==> src/rtl/core/swmc_pkg.sv <==
// Package with widths, defaults and the sequencer state type of the min cover block.
`timescale 1ns / 1ps
package swmc_pkg;

   localparam int COST_W         = 16;
   localparam int DATA_W         = 32;
   localparam int REACH_W        = 5;
   localparam int SEEN_W         = 7;
   localparam int SEEN_MAX       = 127;
   localparam int DEF_MAX_REACH  = 31;
   localparam int DEF_RING_DEPTH = 64;
   localparam int REACH_RESET    = 1;

   localparam logic [DATA_W-1:0] SUM_MAX = {DATA_W{1'b1}};

   typedef enum logic [3:0] {
      ST_IDLE  = 4'b0001,
      ST_SCAN  = 4'b0010,
      ST_WRITE = 4'b0100,
      ST_OUT   = 4'b1000
   } state_type;

endpackage

==> src/rtl/core/sliding_window_min_cover_dp.sv <==
// Top level of the sliding window min cover accumulator: sequencer, ring and result register.
//
//  channel   ports                               direction  handshake
//  request   req_cost, req_last                  in         req_valid / req_ready
//  response  rsp_min_total                       out        rsp_valid / rsp_ready
//  config    csr_wr_data (reach)                 in         csr_wr_en, no wait
//
// A request among the first reach+1 of a sequence is written to the ring directly; any other
// first scans n stored entries, with n = min(2*reach+1, items so far, ring depth), through the
// single ring read port that the window scan walks one entry a cycle, then writes its sum.
// A last request adds a final scan of up to reach+1 entries, then loads the response.
// Synchronous active-high reset clears control state; ring contents are never cleared.
// A new request is taken while a response waits; a finished sequence holds until the
// response register is free.
`timescale 1ns / 1ps
module sliding_window_min_cover_dp #(
   parameter int MAX_REACH  = swmc_pkg::DEF_MAX_REACH,
   parameter int RING_DEPTH = swmc_pkg::DEF_RING_DEPTH
) (
   input  logic                          clock,
   input  logic                          reset,
   input  logic                          req_valid,
   output logic                          req_ready,
   input  logic [swmc_pkg::COST_W-1:0]   req_cost,
   input  logic                          req_last,
   output logic                          rsp_valid,
   input  logic                          rsp_ready,
   output logic [swmc_pkg::DATA_W-1:0]   rsp_min_total,
   input  logic                          csr_wr_en,
   input  logic [swmc_pkg::REACH_W-1:0]  csr_wr_data
);

   localparam int AW        = $clog2(RING_DEPTH);
   localparam int CW        = swmc_pkg::SEEN_W;
   localparam int KCAP      = (MAX_REACH < 31) ? MAX_REACH : 31;
   localparam int DEPTH_CAP = (RING_DEPTH < swmc_pkg::SEEN_MAX) ? RING_DEPTH
                                                                 : swmc_pkg::SEEN_MAX;

   swmc_pkg::state_type state_ff, state_in;

   logic [swmc_pkg::REACH_W-1:0] reach_ff, reach_in;
   logic [swmc_pkg::COST_W-1:0]  cost_ff, cost_in;
   logic                         last_ff, last_in;
   logic [swmc_pkg::DATA_W-1:0]  min_ff, min_in;
   logic [swmc_pkg::DATA_W-1:0]  val_ff, val_in;
   logic [AW-1:0]                scan_addr_ff, scan_addr_in;
   logic [CW-1:0]                left_ff, left_in;
   logic                         rd_vld_ff, rd_vld_in;
   logic                         final_ff, final_in;
   logic [AW-1:0]                wp_ff, wp_in;
   logic [CW-1:0]                seen_ff, seen_in;
   logic                         rsp_valid_ff, rsp_valid_in;
   logic [swmc_pkg::DATA_W-1:0]  rsp_data_ff, rsp_data_in;

   logic [swmc_pkg::REACH_W-1:0] k_eff;
   logic [CW-1:0]                n_win;
   logic [CW-1:0]                n_fin;
   logic [CW-1:0]                k_ext;
   logic [CW-1:0]                win_w;
   logic [CW-1:0]                fin_w;
   logic [CW-1:0]                seen_inc;
   logic [AW-1:0]                wp_dec;
   logic [AW-1:0]                wp_inc;
   logic [AW-1:0]                scan_dec;
   logic                         rd_en;
   logic [swmc_pkg::DATA_W-1:0]  rd_data;
   logic [swmc_pkg::DATA_W-1:0]  min_nxt;
   logic [swmc_pkg::DATA_W:0]    sum;
   logic [swmc_pkg::DATA_W-1:0]  sum_sat;
   logic                         req_fire;
   logic                         rsp_free;

   assign req_ready = (state_ff == swmc_pkg::ST_IDLE);
   assign req_fire  = req_valid && req_ready;
   assign rsp_free  = !rsp_valid_ff || rsp_ready;

   // effective reach and scan lengths
   assign k_eff    = (reach_ff > swmc_pkg::REACH_W'(KCAP)) ? swmc_pkg::REACH_W'(KCAP)
                                                           : reach_ff;
   assign k_ext    = CW'(k_eff);
   assign win_w    = CW'({k_eff, 1'b1});
   assign fin_w    = k_ext + CW'(1);
   assign seen_inc = (seen_ff == CW'(swmc_pkg::SEEN_MAX)) ? seen_ff : seen_ff + CW'(1);

   always_comb begin
      n_win = win_w;
      if (seen_ff < n_win) begin
         n_win = seen_ff;
      end
      if (CW'(DEPTH_CAP) < n_win) begin
         n_win = CW'(DEPTH_CAP);
      end
      n_fin = fin_w;
      if (seen_inc < n_fin) begin
         n_fin = seen_inc;
      end
      if (CW'(DEPTH_CAP) < n_fin) begin
         n_fin = CW'(DEPTH_CAP);
      end
   end

   // ring pointer arithmetic with wrap for any depth
   assign wp_dec   = (wp_ff == '0) ? AW'(RING_DEPTH - 1) : wp_ff - AW'(1);
   assign wp_inc   = (wp_ff == AW'(RING_DEPTH - 1)) ? '0 : wp_ff + AW'(1);
   assign scan_dec = (scan_addr_ff == '0) ? AW'(RING_DEPTH - 1) : scan_addr_ff - AW'(1);

   // running minimum and saturating sum
   assign min_nxt = (rd_vld_ff && (rd_data < min_ff)) ? rd_data : min_ff;
   assign sum     = {1'b0, min_nxt} + (swmc_pkg::DATA_W + 1)'(cost_ff);
   assign sum_sat = sum[swmc_pkg::DATA_W] ? swmc_pkg::SUM_MAX : sum[swmc_pkg::DATA_W-1:0];

   assign rd_en = (state_ff == swmc_pkg::ST_SCAN) && (left_ff != '0);

   swmc_ring #(
      .RING_DEPTH (RING_DEPTH),
      .AW         (AW)
   ) u_ring (
      .clock   (clock),
      .wr_en   (state_ff == swmc_pkg::ST_WRITE),
      .wr_addr (wp_ff),
      .wr_data (val_ff),
      .rd_en   (rd_en),
      .rd_addr (scan_addr_ff),
      .rd_data (rd_data)
   );

   always_comb begin
      state_in     = state_ff;
      reach_in     = reach_ff;
      cost_in      = cost_ff;
      last_in      = last_ff;
      min_in       = min_ff;
      val_in       = val_ff;
      scan_addr_in = scan_addr_ff;
      left_in      = left_ff;
      rd_vld_in    = 1'b0;
      final_in     = final_ff;
      wp_in        = wp_ff;
      seen_in      = seen_ff;
      rsp_valid_in = rsp_valid_ff && !rsp_ready;
      rsp_data_in  = rsp_data_ff;

      if (csr_wr_en) begin
         reach_in = csr_wr_data;
      end

      unique case (state_ff)
         swmc_pkg::ST_IDLE: begin
            if (req_fire) begin
               cost_in      = req_cost;
               last_in      = req_last;
               min_in       = swmc_pkg::SUM_MAX;
               scan_addr_in = wp_dec;
               left_in      = n_win;
               final_in     = 1'b0;
               if (seen_ff <= k_ext) begin
                  val_in   = swmc_pkg::DATA_W'(req_cost);
                  state_in = swmc_pkg::ST_WRITE;
               end else begin
                  state_in = swmc_pkg::ST_SCAN;
               end
            end
         end
         swmc_pkg::ST_SCAN: begin
            min_in = min_nxt;
            if (left_ff != '0) begin
               scan_addr_in = scan_dec;
               left_in      = left_ff - CW'(1);
               rd_vld_in    = 1'b1;
            end else if (rd_vld_ff) begin
               // last entry compared this cycle
               if (final_ff) begin
                  state_in = swmc_pkg::ST_OUT;
               end else begin
                  val_in   = sum_sat;
                  state_in = swmc_pkg::ST_WRITE;
               end
            end
         end
         swmc_pkg::ST_WRITE: begin
            if (last_ff) begin
               // the value just stored seeds the final minimum
               min_in       = val_ff;
               scan_addr_in = wp_dec;
               left_in      = n_fin - CW'(1);
               final_in     = 1'b1;
               wp_in        = '0;
               seen_in      = '0;
               state_in     = (n_fin == CW'(1)) ? swmc_pkg::ST_OUT : swmc_pkg::ST_SCAN;
            end else begin
               wp_in    = wp_inc;
               seen_in  = seen_inc;
               state_in = swmc_pkg::ST_IDLE;
            end
         end
         swmc_pkg::ST_OUT: begin
            if (rsp_free) begin
               rsp_valid_in = 1'b1;
               rsp_data_in  = min_ff;
               state_in     = swmc_pkg::ST_IDLE;
            end
         end
         default: begin
            state_in = swmc_pkg::ST_IDLE;
         end
      endcase
   end

   always_ff @(posedge clock) begin
      if (reset) begin
         state_ff     <= swmc_pkg::ST_IDLE;
         reach_ff     <= swmc_pkg::REACH_W'(swmc_pkg::REACH_RESET);
         left_ff      <= '0;
         rd_vld_ff    <= 1'b0;
         final_ff     <= 1'b0;
         wp_ff        <= '0;
         seen_ff      <= '0;
         rsp_valid_ff <= 1'b0;
      end else begin
         state_ff     <= state_in;
         reach_ff     <= reach_in;
         left_ff      <= left_in;
         rd_vld_ff    <= rd_vld_in;
         final_ff     <= final_in;
         wp_ff        <= wp_in;
         seen_ff      <= seen_in;
         rsp_valid_ff <= rsp_valid_in;
      end
   end

   always_ff @(posedge clock) begin
      cost_ff      <= cost_in;
      last_ff      <= last_in;
      min_ff       <= min_in;
      val_ff       <= val_in;
      scan_addr_ff <= scan_addr_in;
      rsp_data_ff  <= rsp_data_in;
   end

   assign rsp_valid     = rsp_valid_ff;
   assign rsp_min_total = rsp_data_ff;

endmodule

==> src/rtl/core/swmc_ring.sv <==
// Ring memory of stored values: one write port, one read port with registered data.
`timescale 1ns / 1ps
module swmc_ring #(
   parameter int RING_DEPTH = swmc_pkg::DEF_RING_DEPTH,
   parameter int AW         = $clog2(RING_DEPTH)
) (
   input  logic                        clock,
   input  logic                        wr_en,
   input  logic [AW-1:0]               wr_addr,
   input  logic [swmc_pkg::DATA_W-1:0] wr_data,
   input  logic                        rd_en,
   input  logic [AW-1:0]               rd_addr,
   output logic [swmc_pkg::DATA_W-1:0] rd_data
);

   logic [swmc_pkg::DATA_W-1:0] mem [RING_DEPTH];
   logic [swmc_pkg::DATA_W-1:0] rd_data_ff;

   always_ff @(posedge clock) begin
      if (wr_en) begin
         mem[wr_addr] <= wr_data;
      end
   end

   always_ff @(posedge clock) begin
      if (rd_en) begin
         rd_data_ff <= mem[rd_addr];
      end
   end

   assign rd_data = rd_data_ff;

endmodule

==> config.mk <==
export PLATFORM = sky130hd
export DESIGN_NAME = sliding_window_min_cover_dp
export DESIGN_NICKNAME = d
export VERILOG_FILES = /design/src/rtl/core/swmc_pkg.sv /design/src/rtl/core/sliding_window_min_cover_dp.sv /design/src/rtl/core/swmc_ring.sv
export SDC_FILE = /design/constraint.sdc
export NUM_CORES = 2
export LEC_CHECK = 0
export BUFFER_PORTS_ARGS = -buffer_cell sky130_fd_sc_hd__buf_4
export CAP_MARGIN = 10
export CORE_MARGIN = 1.5
export CORE_UTILIZATION = 55
export CTS_BUF_LIST = sky130_fd_sc_hd__clkbuf_2 sky130_fd_sc_hd__clkbuf_4 sky130_fd_sc_hd__clkbuf_8
export CTS_CLUSTER_SIZE = 28
export DETAILED_ROUTE_END_ITERATION = 8
export GPL_ROUTABILITY_DRIVEN = 0
export PLACE_DENSITY_LB_ADDON = 0.25
export SYNTH_ARGS = -nofsm -noshare
export SYNTH_HDL_FRONTEND = slang
export SYNTH_SLANG_ARGS = --single-unit
==> constraint.sdc <==
create_clock -name clock -period 11.9 [get_ports clock]
set_input_delay 1.19 -clock clock [delete_from_list [all_inputs] [get_ports clock]]
set_output_delay 1.19 -clock clock [all_outputs]
set_load 0.02 [all_outputs]
==> metrics.cfg <==
[clock_tree]
postCtsHoldBufs = 0
cts_buffers = 357
clkTransAtPathRegs_ns = 0.06
clock-sinks = 2231
cts_root_buf = clkbuf_8
post_cts_buffers = 0
htreeDepth = 5
cts_tree = built
ctsResizeCount = 0
clock_latency_ns = 1.02
cts_buffer_depth = 4

[power_and_ir_drop]
power_frac_seq_pct = 56.2
pwr-share-comb_pct = 4.5
switching_power_mw = 3.41
leakage_nw = 32.1
power_density_nw_per_um2 = 160
p_clk_share_pct = 39.3
swShare_pct = 21.7
p_int_mw = 12.3
max-vdd-ir-drop_uv = 78.6
p_total_mw = 15.7

[yosys]
synth_xor_xnor_area_share_pct = 0.347
synth_top_cell_by_area = edfxtp_1
syn_area_per_cell_um2 = 21.9
synthArstFlopShare_pct = 0
syn_nets = 4128
syn_area_um2 = 88200
synthFlopType = edfxtp_1
synth_compound_area_share_pct = 2.14
syn_inst = 4028
synth_adder_area_share_pct = 1.04
synth-seq-cells = 2231
yosysMostFrequentCell = edfxtp_1
synth_edf_count = 2199
synthTopCellsByArea = edfxtp_1 75%, mux4_2 17%, ha_1 1.0%
synth_mux_area_share_pct = 17.4
synth_top_area_share_pct = 74.9
synth_top_family_by_area = multiplexers
yosysSeqAreaShare_pct = 75.6
synth-simple-area-share_pct = 2.24
synth.distinct_cells = 73
yosysWarnings = 0
yosys-top-cells-count = 2,199 x edfxtp_1, 673 x mux4_2, 145 x nor2_1

[timing]
fmax_ghz = 0.153
fin_ws_ns = 5.34
fin_tns_setup_ns = 0
slew_headroom_pct = 22.0
hold_viol_final = 0
min_period_ns = 6.56
setup_viol = 0
final.period_utilization_pct = 55.1
rsz0062_at_grt = false
final_max_slew_viol_count = 0
worst_pin_slew_ns = 1.17
fin_worst_skew_ns = 0.0620

[setup_path]
timing.rr.end = val_ff[25]$_SDFFCE_PN0P_
endpoint_kind = flop
worstReg2RegStart = min_ff[30]$_DFFE_PP_
cp_data_required_time_ns = 12.58
worstSetupStartpointType = flop
reg2regPathDepth = 17
path_class = reg -> reg
worst-path-max-fanout = 46
r2r_setup_slack_ns = 5.34
arrival_ns = 7.24

[layout]
final_nets = 4471
syn2layout_area_growth_pct = 11.8
final_area_um2 = 98600
drive_above_1_share_pct = 31.7

[floorplan]
fp.dieW_um = 403
start_util_pct = 55.6
rows = 146
ios = 61
die_height_um = 403
dieArea_um2 = 163000
coreArea_um2 = 159000

[global_route]
antenna_found_initial = 23
grt_max_degree = 133
grt_usage_pct = 26.0
grt_pass1_wl_um = 301000
grt_pass1_vias = 43400
grt_overflow = 0

[detailed_routing]
drt-total-wl_um = 208000
postRouteAntennaNets = 0
drt_iter0_markers = 5179
drc = 0
dr.pass1.iters = 6
routedWlPerCell_um = 31.1
vias = 43200
viasPerCell = 6.46

[place]
dp_slack_ns = 5.72
dp_hpwl_um = 115000
place_area_um2 = 92000
portBuffers = 60

[run_status]
status = completed

[run]
cap_violations = 0

[worst_hold_path]
min_path_type = in -> reg
hold_depth = 1
hold_end = cost_ff[9]$_DFFE_PP_
worstHoldStart = req_cost[9]

==> cell families (layout without fill, tap and decap cells) <==
group | after synthesis | in the layout
buffers and inverters | 270 | 863
adders and majority gates | 73 | 73
muxes | 694 | 694
and+or+nand+nor | 417 | 417
DFF | 2231 | 2231
xor gates and xnor gates | 35 | 35
other | 0 | 7
AOI/OAI and AO/OA | 308 | 308
==> sequential cells by signal, summed over array words and instances, names as in the netlist <==
name	count
u_ring.mem	2048
min_ff	32
rsp_min_total	32
u_ring.rd_data	32
val_ff	32
cost_ff	16
left_ff	7
seen_ff	7
scan_addr_ff	6
wp_ff	6
reach_ff	5
state_ff	4
final_ff	1
last_ff	1
rd_vld_ff	1
rsp_valid	1
==> layout make-up <==
cell class                 instances  area (um2)
fill                           10600       60100
sequential                      2231       66700
inverter                          65         244
multi-input combinational       1527       21000
clock inverter                   146         838
tap                             2072        2590
timing repair buffer             189        1490
clock buffer                     463        5750
antenna                            7        17.5
==> worst max-delay path by stage <==
stage,startpoint,end,depth (start not counted)
3_3_place_gp,min_ff[30]$_DFFE_PP_,val_ff[29]$_SDFFCE_PN0P_,19
2_1_floorplan,min_ff[13]$_DFFE_PP_,val_ff[23]$_SDFFCE_PN0P_,22
4_1_cts,min_ff[30]$_DFFE_PP_,val_ff[25]$_SDFFCE_PN0P_,17
3_5_place_dp,min_ff[30]$_DFFE_PP_,val_ff[25]$_SDFFCE_PN0P_,17
6_report,min_ff[30]$_DFFE_PP_,val_ff[25]$_SDFFCE_PN0P_,17
5_1_grt,min_ff[23]$_DFFE_PP_,val_ff[25]$_SDFFCE_PN0P_,17
==> critical path, stage by stage, from the launching register on <==
cell and delay [ns]:
edfxtp_1 0.44, inv_1 0.09, ha_1 0.34, a21oi_1 0.17
nand2_1 0.09, a221oi_1 0.40, nand3_1 0.40, nor2_4 0.99
o21ai_0 0.37, ha_1 0.48, a2111oi_0 0.52, o21ai_0 0.19
a32oi_1 0.21, o21ai_0 0.21, a21oi_2 0.83, nor3_1 0.12
o21ai_0 0.23, a31oi_1 0.11
==> power by group through the flow <==
stage	logic [mW]	registers [mW]	clock network (mW)
floorplan	0.321	9.12	0
finish	0.709	8.85	6.17
global placement	0.680	9.01	0
detailed placement	0.701	9.01	0
CTS	0.702	8.84	6.29
global route	0.767	8.84	6.62
==> placed cells by master (no fill, tap or decap), types with 5 or more instances in the layout <==
cell,synthesis,layout
a211oi_1,16,15
a21o_1,13,13
a21oi_1,114,113
a22oi_1,9,9
a31oi_1,20,20
and3_1,10,10
buf_12,0,6
buf_4,2,183
bufinv_16,0,8
clkbuf_4,0,100
clkbuf_8,0,363
clkinv_1,0,99
clkinv_2,0,30
dfxtp_1,32,32
diode_2,0,7
edfxtp_1,2199,2199
ha_1,72,72
inv_1,64,64
mux2i_1,18,18
mux4_2,673,673
nand2_1,99,99
nand2b_1,9,9
nand3_1,47,47
nand3b_1,9,9
nand4_1,18,18
nor2_1,145,78
nor2_4,1,67
nor2b_1,6,5
nor3_1,32,32
nor4_1,9,9
o21a_1,17,17
o21ai_0,65,65
o21bai_1,6,6
o22a_1,5,5
o22ai_1,5,5
or3_1,6,6
xnor2_1,23,23
xor2_1,12,12
==> metal layers <==
layer	GRT usage (%)	vias to the layer above	share of wire, %
met3	6.48	301	10
met1	36.8	22900	40
met4	6.60	8	1.9
met5	0	-	0.026
met2	41.0	2228	49
li1	-	17800	-
==> through the flow <==
step           hold slack [ns]  cells  util, %
5_1_grt                  0.295   6694     62.1
6_report                 0.360   6700     62.1
3_3_place_gp             0.432   6084     58.0
3_5_place_dp             0.434   6084     58.0
4_1_cts                  0.259   6693     62.1
2_1_floorplan            0.426   4028        -
No activity file was read; power rests on OpenSTA's default activity.
